`src/rtl/utd_pkg.sv`:
```
// ----------------------------------------------------------------------------
// UTF-8 decoder package
// Shared payload types, queue entry type and byte class constants.
// ----------------------------------------------------------------------------
package utd_pkg;

  localparam int unsigned CpW       = 21;
  localparam int unsigned ByteW     = 8;

  localparam logic [CpW-1:0] ReplResetValue = 21'd111;

  // Byte class boundaries.
  localparam logic [ByteW-1:0] AsciiMax = 8'h7F;
  localparam logic [ByteW-1:0] ContMin  = 8'h80;
  localparam logic [ByteW-1:0] ContMax  = 8'hBF;
  localparam logic [ByteW-1:0] Lead2Min = 8'hC0;
  localparam logic [ByteW-1:0] Lead2Max = 8'hDF;
  localparam logic [ByteW-1:0] Lead3Min = 8'hE0;
  localparam logic [ByteW-1:0] Lead3Max = 8'hEF;
  localparam logic [ByteW-1:0] Lead4Min = 8'hF0;
  localparam logic [ByteW-1:0] Lead4Max = 8'hF7;

  // Continuation counts loaded by the lead bytes.
  localparam logic [1:0] PendNone = 2'd0;
  localparam logic [1:0] PendOne  = 2'd1;
  localparam logic [1:0] PendTwo  = 2'd2;
  localparam logic [1:0] PendThree = 2'd3;

  typedef struct packed {
    logic [ByteW-1:0] in_byte;
    logic             end_of_string;
  } in_item_t;

  typedef struct packed {
    logic [CpW-1:0] code_point;
    logic           is_replacement;
    logic           last_of_run;
  } out_item_t;

  // One queue entry describes all results of one byte. When both flags are
  // set, the replacement goes out first and the value second.
  typedef struct packed {
    logic           rep_first;
    logic           has_val;
    logic [CpW-1:0] value;
  } op_t;

endpackage

```
`src/rtl/utd_front.sv`:
```
// ----------------------------------------------------------------------------
// UTF-8 decoder front end
// Accepts bytes, tracks the pending sequence and classifies each byte into
// a queue entry describing the results it causes.
// ----------------------------------------------------------------------------
module utd_front (
  input  logic              clk_i,
  input  logic              rst_ni,
  input  logic              accept_i,
  input  utd_pkg::in_item_t item_i,
  output logic              push_o,
  output utd_pkg::op_t      op_o
);

  logic [1:0]              pend_q, pend_d;
  logic [utd_pkg::CpW-1:0] acc_q, acc_d;
  logic [utd_pkg::ByteW-1:0] b;

  assign b = item_i.in_byte;

  always_comb begin
    pend_d       = pend_q;
    acc_d        = acc_q;
    op_o.rep_first = 1'b0;
    op_o.has_val   = 1'b0;
    op_o.value     = '0;

    if (b inside {[8'h00:utd_pkg::AsciiMax]}) begin
      op_o.rep_first = (pend_q != utd_pkg::PendNone);
      op_o.has_val   = 1'b1;
      op_o.value     = {{(utd_pkg::CpW-utd_pkg::ByteW){1'b0}}, b};
      pend_d         = utd_pkg::PendNone;
    end else if (b inside {[utd_pkg::ContMin:utd_pkg::ContMax]}) begin
      if (pend_q != utd_pkg::PendNone) begin
        acc_d  = {acc_q[utd_pkg::CpW-7:0], b[5:0]};
        pend_d = pend_q - 2'd1;
        if (pend_q == utd_pkg::PendOne) begin
          op_o.has_val = 1'b1;
          op_o.value   = acc_d;
        end
      end else begin
        op_o.rep_first = 1'b1;
      end
    end else if (b inside {[utd_pkg::Lead2Min:utd_pkg::Lead2Max]}) begin
      pend_d = utd_pkg::PendOne;
      acc_d  = {{(utd_pkg::CpW-5){1'b0}}, b[4:0]};
    end else if (b inside {[utd_pkg::Lead3Min:utd_pkg::Lead3Max]}) begin
      pend_d = utd_pkg::PendTwo;
      acc_d  = {{(utd_pkg::CpW-4){1'b0}}, b[3:0]};
    end else if (b inside {[utd_pkg::Lead4Min:utd_pkg::Lead4Max]}) begin
      pend_d = utd_pkg::PendThree;
      acc_d  = {{(utd_pkg::CpW-3){1'b0}}, b[2:0]};
    end else begin
      op_o.rep_first = 1'b1;
      pend_d         = utd_pkg::PendNone;
    end

    // A sequence left open at the end of a string yields one replacement.
    // It can only arise when this byte produced nothing else.
    if (item_i.end_of_string) begin
      if (pend_d != utd_pkg::PendNone) begin
        op_o.rep_first = 1'b1;
      end
      pend_d = utd_pkg::PendNone;
      acc_d  = '0;
    end
  end

  assign push_o = accept_i && (op_o.rep_first || op_o.has_val);

  always_ff @(posedge clk_i or negedge rst_ni) begin
    if (!rst_ni) begin
      pend_q <= utd_pkg::PendNone;
      acc_q  <= '0;
    end else if (accept_i) begin
      pend_q <= pend_d;
      acc_q  <= acc_d;
    end
  end

endmodule

```
`src/rtl/utd_fifo.sv`:
```
// ----------------------------------------------------------------------------
// UTF-8 decoder queue
// Small first-in first-out queue of classified entries between front and
// back end.
// ----------------------------------------------------------------------------
module utd_fifo #(
  parameter int unsigned Depth = 2
) (
  input  logic         clk_i,
  input  logic         rst_ni,
  input  logic         push_i,
  input  utd_pkg::op_t wdata_i,
  input  logic         pop_i,
  output utd_pkg::op_t rdata_o,
  output logic         full_o,
  output logic         empty_o
);

  localparam int unsigned PtrW = $clog2(Depth);
  localparam int unsigned CntW = $clog2(Depth + 1);

  utd_pkg::op_t  mem_q [Depth];
  logic [PtrW-1:0] wptr_q, rptr_q;
  logic [CntW-1:0] cnt_q;

  assign full_o  = (cnt_q == CntW'(Depth));
  assign empty_o = (cnt_q == '0);
  assign rdata_o = mem_q[rptr_q];

  always_ff @(posedge clk_i) begin
    if (push_i) begin
      mem_q[wptr_q] <= wdata_i;
    end
  end

  always_ff @(posedge clk_i or negedge rst_ni) begin
    if (!rst_ni) begin
      wptr_q <= '0;
      rptr_q <= '0;
      cnt_q  <= '0;
    end else begin
      if (push_i) begin
        wptr_q <= (wptr_q == PtrW'(Depth - 1)) ? '0 : wptr_q + 1'b1;
      end
      if (pop_i) begin
        rptr_q <= (rptr_q == PtrW'(Depth - 1)) ? '0 : rptr_q + 1'b1;
      end
      if (push_i && !pop_i) begin
        cnt_q <= cnt_q + 1'b1;
      end else if (pop_i && !push_i) begin
        cnt_q <= cnt_q - 1'b1;
      end
    end
  end

endmodule

```
`src/rtl/utd_back.sv`:
```
// ----------------------------------------------------------------------------
// UTF-8 decoder back end
// Expands queue entries into one or two output transactions and holds the
// replacement code register.
// ----------------------------------------------------------------------------
module utd_back (
  input  logic                    clk_i,
  input  logic                    rst_ni,
  input  logic                    cfg_we_i,
  input  logic [utd_pkg::CpW-1:0] cfg_wdata_i,
  input  utd_pkg::op_t            op_i,
  input  logic                    op_valid_i,
  output logic                    pop_o,
  output logic                    out_valid_o,
  input  logic                    out_stall_i,
  output utd_pkg::out_item_t      out_item_o
);

  logic [utd_pkg::CpW-1:0] repl_q;
  logic                    second_q;
  logic                    two_res;
  logic                    send_rep;
  logic                    accept;

  assign two_res  = op_i.rep_first && op_i.has_val;
  // Second phase of a two-result entry always sends the value.
  assign send_rep = op_i.rep_first && !second_q;

  assign out_valid_o               = op_valid_i;
  assign out_item_o.code_point     = send_rep ? repl_q : op_i.value;
  assign out_item_o.is_replacement = send_rep;
  assign out_item_o.last_of_run    = !two_res || second_q;

  assign accept = out_valid_o && !out_stall_i;
  assign pop_o  = accept && out_item_o.last_of_run;

  always_ff @(posedge clk_i or negedge rst_ni) begin
    if (!rst_ni) begin
      repl_q   <= utd_pkg::ReplResetValue;
      second_q <= 1'b0;
    end else begin
      if (cfg_we_i) begin
        repl_q <= cfg_wdata_i;
      end
      if (accept) begin
        second_q <= !out_item_o.last_of_run;
      end
    end
  end

endmodule

```
`src/rtl/utf8_to_code_point_decoder_unit.sv`:
```
// ----------------------------------------------------------------------------
// UTF-8 to code point decoder
// Decodes a stream of UTF-8 bytes into code points, with a configurable
// replacement code for malformed input.
//
//   Channel  Direction  Handshake                Payload
//   in       input      in_valid_i / in_stall_o  utd_pkg::in_item_t
//   out      output     out_valid_o / out_stall_i utd_pkg::out_item_t
//   cfg      input      cfg_we_i                 cfg_wdata_i (replacement)
//
// One byte is accepted per cycle while the queue has room. A result leaves
// the queue in the cycle after its byte at the earliest; a byte with two
// results needs two output transactions, so the output port sets the sustained rate.
// Reset clears the pending sequence and loads the replacement code with 111.
// The input stalls only when the queue between front and back end is full.
// ----------------------------------------------------------------------------
module utf8_to_code_point_decoder_unit #(
  parameter int unsigned QueueDepth = 2
) (
  input  logic                    clk_i,
  input  logic                    rst_ni,
  input  logic                    cfg_we_i,
  input  logic [utd_pkg::CpW-1:0] cfg_wdata_i,
  input  logic                    in_valid_i,
  output logic                    in_stall_o,
  input  utd_pkg::in_item_t       in_item_i,
  output logic                    out_valid_o,
  input  logic                    out_stall_i,
  output utd_pkg::out_item_t      out_item_o
);

  logic         in_accept;
  logic         push;
  logic         pop;
  logic         full;
  logic         empty;
  utd_pkg::op_t op_front;
  utd_pkg::op_t op_head;

  // The front end takes every byte while the queue has room. Bytes that
  // only advance the sequence state produce no queue entry.
  assign in_stall_o = full;
  assign in_accept  = in_valid_i && !in_stall_o;

  utd_front u_front (
    .clk_i   (clk_i),
    .rst_ni  (rst_ni),
    .accept_i(in_accept),
    .item_i  (in_item_i),
    .push_o  (push),
    .op_o    (op_front)
  );

  // The queue decouples the classifier from output stalls, so a byte can be
  // taken while an earlier result still waits at the output.
  utd_fifo #(
    .Depth(QueueDepth)
  ) u_fifo (
    .clk_i  (clk_i),
    .rst_ni (rst_ni),
    .push_i (push),
    .wdata_i(op_front),
    .pop_i  (pop),
    .rdata_o(op_head),
    .full_o (full),
    .empty_o(empty)
  );

  // The back end turns each entry into its output transactions, the
  // replacement first when an ASCII byte cut a sequence short.
  utd_back u_back (
    .clk_i      (clk_i),
    .rst_ni     (rst_ni),
    .cfg_we_i   (cfg_we_i),
    .cfg_wdata_i(cfg_wdata_i),
    .op_i       (op_head),
    .op_valid_i (!empty),
    .pop_o      (pop),
    .out_valid_o(out_valid_o),
    .out_stall_i(out_stall_i),
    .out_item_o (out_item_o)
  );

endmodule

```
`config.mk`:
```
export PLATFORM = sky130hd
export DESIGN_NAME = utf8_to_code_point_decoder_unit
export DESIGN_NICKNAME = d
export VERILOG_FILES = /design/src/rtl/utd_pkg.sv /design/src/rtl/utd_front.sv /design/src/rtl/utd_fifo.sv /design/src/rtl/utd_back.sv /design/src/rtl/utf8_to_code_point_decoder_unit.sv
export SDC_FILE = /design/constraint.sdc
export NUM_CORES = 1
export LEC_CHECK = 0
export ABC_AREA = 1
export BUFFER_PORTS_ARGS = -buffer_cell sky130_fd_sc_hd__buf_4
export CORE_MARGIN = 3
export CORE_UTILIZATION = 30
export DETAILED_ROUTE_END_ITERATION = 8
export GPL_ROUTABILITY_DRIVEN = 0
export PLACE_DENSITY = 0.54
export SETUP_SLACK_MARGIN = 0.1
export SLEW_MARGIN = 25
export SYNTH_ARGS = -nofsm -noshare
export SYNTH_HDL_FRONTEND = slang
export SYNTH_HIERARCHICAL = 1
export SYNTH_SLANG_ARGS = --single-unit
```
`constraint.sdc`:
```
create_clock -name clk_i -period 2.7 [get_ports clk_i]
set_input_delay 0.135 -clock clk_i [delete_from_list [all_inputs] [get_ports clk_i]]
set_output_delay 0.135 -clock clk_i [all_outputs]
set_load 0.01 [all_outputs]
```
==> metrics <==
Power Density around 900 mW/mm²; min-delay worst type in2reg; top cell type by total area after synthesis edfxtp_1; area delta synth->final 20.1%; Synth top area share about a third; Total GRT Usage between 10% and 20%; CP Launch Type register; post-route setup TNS 0 ps; layout cells sized above 1 between 30% and 40%; Critical Path Sink Type register; fin crit share between 70 and 80%; WP data arrival ~2100 ps; min Tclk post-route 2130 ps; initial antenna violation count 0; Leak roughly 2.2 nW; pin count of the biggest net entering global routing between 40 and 50; most common cell in the netlist nand2_1; register area share after synthesis between 50 and 60%; status finished clean; WP data required ~2700 ps; CTS Sinks slightly below 90; Setup Fix Bufs, Post-CTS 0; Slew Viols, Final 0; Top FF cell, synth edfxtp_1; crit path max fanout 23; Avg WL per Cell between 10 and 15 µm; Max-Cap Viols 0; root buf cell clkbuf_16; Final Skew 8.92 ps; Commonest cells post-synth nand2_1, inv_1, edfxtp_1, dfrtp_1, nor2_1; Site Rows between 40 and 50; DR DRC count 0; IR drop worst, VDD about 0.00033 V; nets a little under 500; Routed Antenna Nets 0; cts bufs inserted 9; Die Y-Extent 124 µm; Pre-Repair DR Iteration Count 4; worst hold margin 12.7 ps; number of global-route vias before repair around 2600; post-synthesis register bit count 89; slew at the pin closest to its max-slew limit between 500 and 600 ps; CTS H-tree depth 3; f_max ~0.47 GHz; port bufs just under 60; DP HPWL approximately 5.7 mm; first-pass GRT wire length 13.3 mm; average cell area after synthesis between 10 and 15 µm²; Detailed Route Iter0 Violations slightly below 200; Starting Density 31.1%; crit path kind reg2reg; final setup violation count 0; Fin. Hold Viols 0; Worst-Skew Late Latency approximately 340 ps; Vias about 2700; Remaining Overflow, GRT 0; largest cells by area after synthesis edfxtp_1, dfrtp_1, nand2_1, mux2_4, inv_1; Yosys warnings 6; max_slew headroom between 60 and 70%; Final Util 37.4%; vias per inst 4.26; Net Count, Synth 420; Post-synth EDFFs 46; Antenna Cells 0; fraction of registers with async set/reset approximately half; # IOs 60; clock transition at the registers of the reported paths roughly 70 ps; Core Footprint between 0.01 and 0.015 mm²; post-synthesis cell area about 0.0042 mm²; detailed-route wire length between 8 and 9 mm; die area 0.0154 mm²; Mapped Cells 384; Netlist cell types 27; RSZ-0062 raised after global routing false; CTS tree done; clock buffer depth 2; Die W 124 µm
-- per-stage QoR --
stage / instances / power, mW / area, µm² / setup WS, ps
floorplan: 384 / 3.09 / 4190 / 152
global placement: 608 / 3.51 / 4710 / 663
detailed placement: 608 / 3.53 / 4710 / 577
CTS: 627 / 4.75 / 5030 / 561
global route: 627 / 4.98 / 5030 / 341
finish: 627 / 4.67 / 5030 / 570
-- sequential cells by signal, summed over array words and instances, names as in the netlist --
| register | flops |
|---|---|
| u_fifo/cnt_q | 2 |
| u_back/repl_q | 21 |
| u_front/pend_q | 2 |
| u_front/acc_q | 15 |
| u_fifo/wptr_q | 1 |
| u_fifo/mem_q | 46 |
| u_fifo/rptr_q | 1 |
| u_back/second_q | 1 |
-- metal layers --
metal,part of all wire (%),track usage (%)
met3,6.1,2.95
met5,0,0
met2,42,15.3
met1,50,16.8
met4,1.6,4.93
-- layout make-up --
cell class | instances | area [µm²]
clock buffer | 11 | 254
clock inverter | 5 | 37.5
fill | 1375 | 8420
inverter | 60 | 225
multi-input combinational | 221 | 1330
sequential | 89 | 2460
tap | 176 | 220
timing repair buffer | 65 | 495
-- power by group --
part	leakage (nW)	switching, mW	internal (mW)
Clock	0.133	0.513	0.682
Combinational	1.11	0.921	0.784
Sequential	0.978	0.0856	1.68
-- cell families after synthesis --
kind of cell             share of synthesized area (%)
AO/OA/AOI/OAI                                     9.44
XOR/XNOR                                         0.628
buffers and inverters                             9.29
adder cells (fa/ha/maj)                          0.299
AND/OR/NAND/NOR                                   13.6
flip-flops                                        58.9
multiplexers                                      7.89
-- critical path, cell delays in order, from the launching register on --
cell and delay [ps]:
dfrtp_1 370, inv_1 120, nor2_4 200, nand2_2 180, nand2_1 150, inv_2 80
nand3_1 80, nand2_1 50, inv_1 120, inv_1 50, nor2_1 80, buf_4 300
-- repair_timing --
action / CTS / global route
endpoints found under the hold margin: 39 / 0
setup endpoints to repair: 0 / 0
resized for setup: 0 / 0
hold buffers: 3 / 0
-- layout by cell type, fill, tap and decap left out, types with 5 or more instances in the layout --
| cell type | Yosys | final |
|---|---|---|
| dfrtp_1 | 37 | 37 |
| inv_1 | 58 | 58 |
| buf_4 | 3 | 62 |
| o21ai_2 | 22 | 22 |
| nand3_1 | 5 | 5 |
| clkbuf_16 | 0 | 10 |
| dfstp_2 | 6 | 6 |
| nand2_1 | 86 | 86 |
| edfxtp_1 | 46 | 46 |
| nor2_1 | 26 | 26 |
| mux2_4 | 19 | 19 |
| nand2_2 | 5 | 5 |
| o21ai_1 | 18 | 18 |
| o21ai_0 | 20 | 20 |
-- final timing paths --
check	start	end	slack, ps	cells after the start
max	u_front/pend_q[0]$_DFFE_PN0P_	u_fifo/mem_q[0][17]$_DFFE_PP_	570	11
min	cfg_wdata_i[18]	u_back/repl_q[18]$_DFFE_PN0P_	10	3
max reg2reg	u_front/pend_q[0]$_DFFE_PN0P_	u_fifo/mem_q[0][17]$_DFFE_PP_	570	11
min reg2reg	u_front/acc_q[0]$_DFFE_PN0P_	u_front/acc_q[0]$_DFFE_PN0P_	490	2
max in group asynchronous	rst_ni	u_fifo/cnt_q[0]$_DFFE_PN0P_	1960	2
min in group asynchronous	rst_ni	u_back/repl_q[12]$_DFFE_PN0P_	350	2
Note: power is estimated with default switching activity, not from simulation.
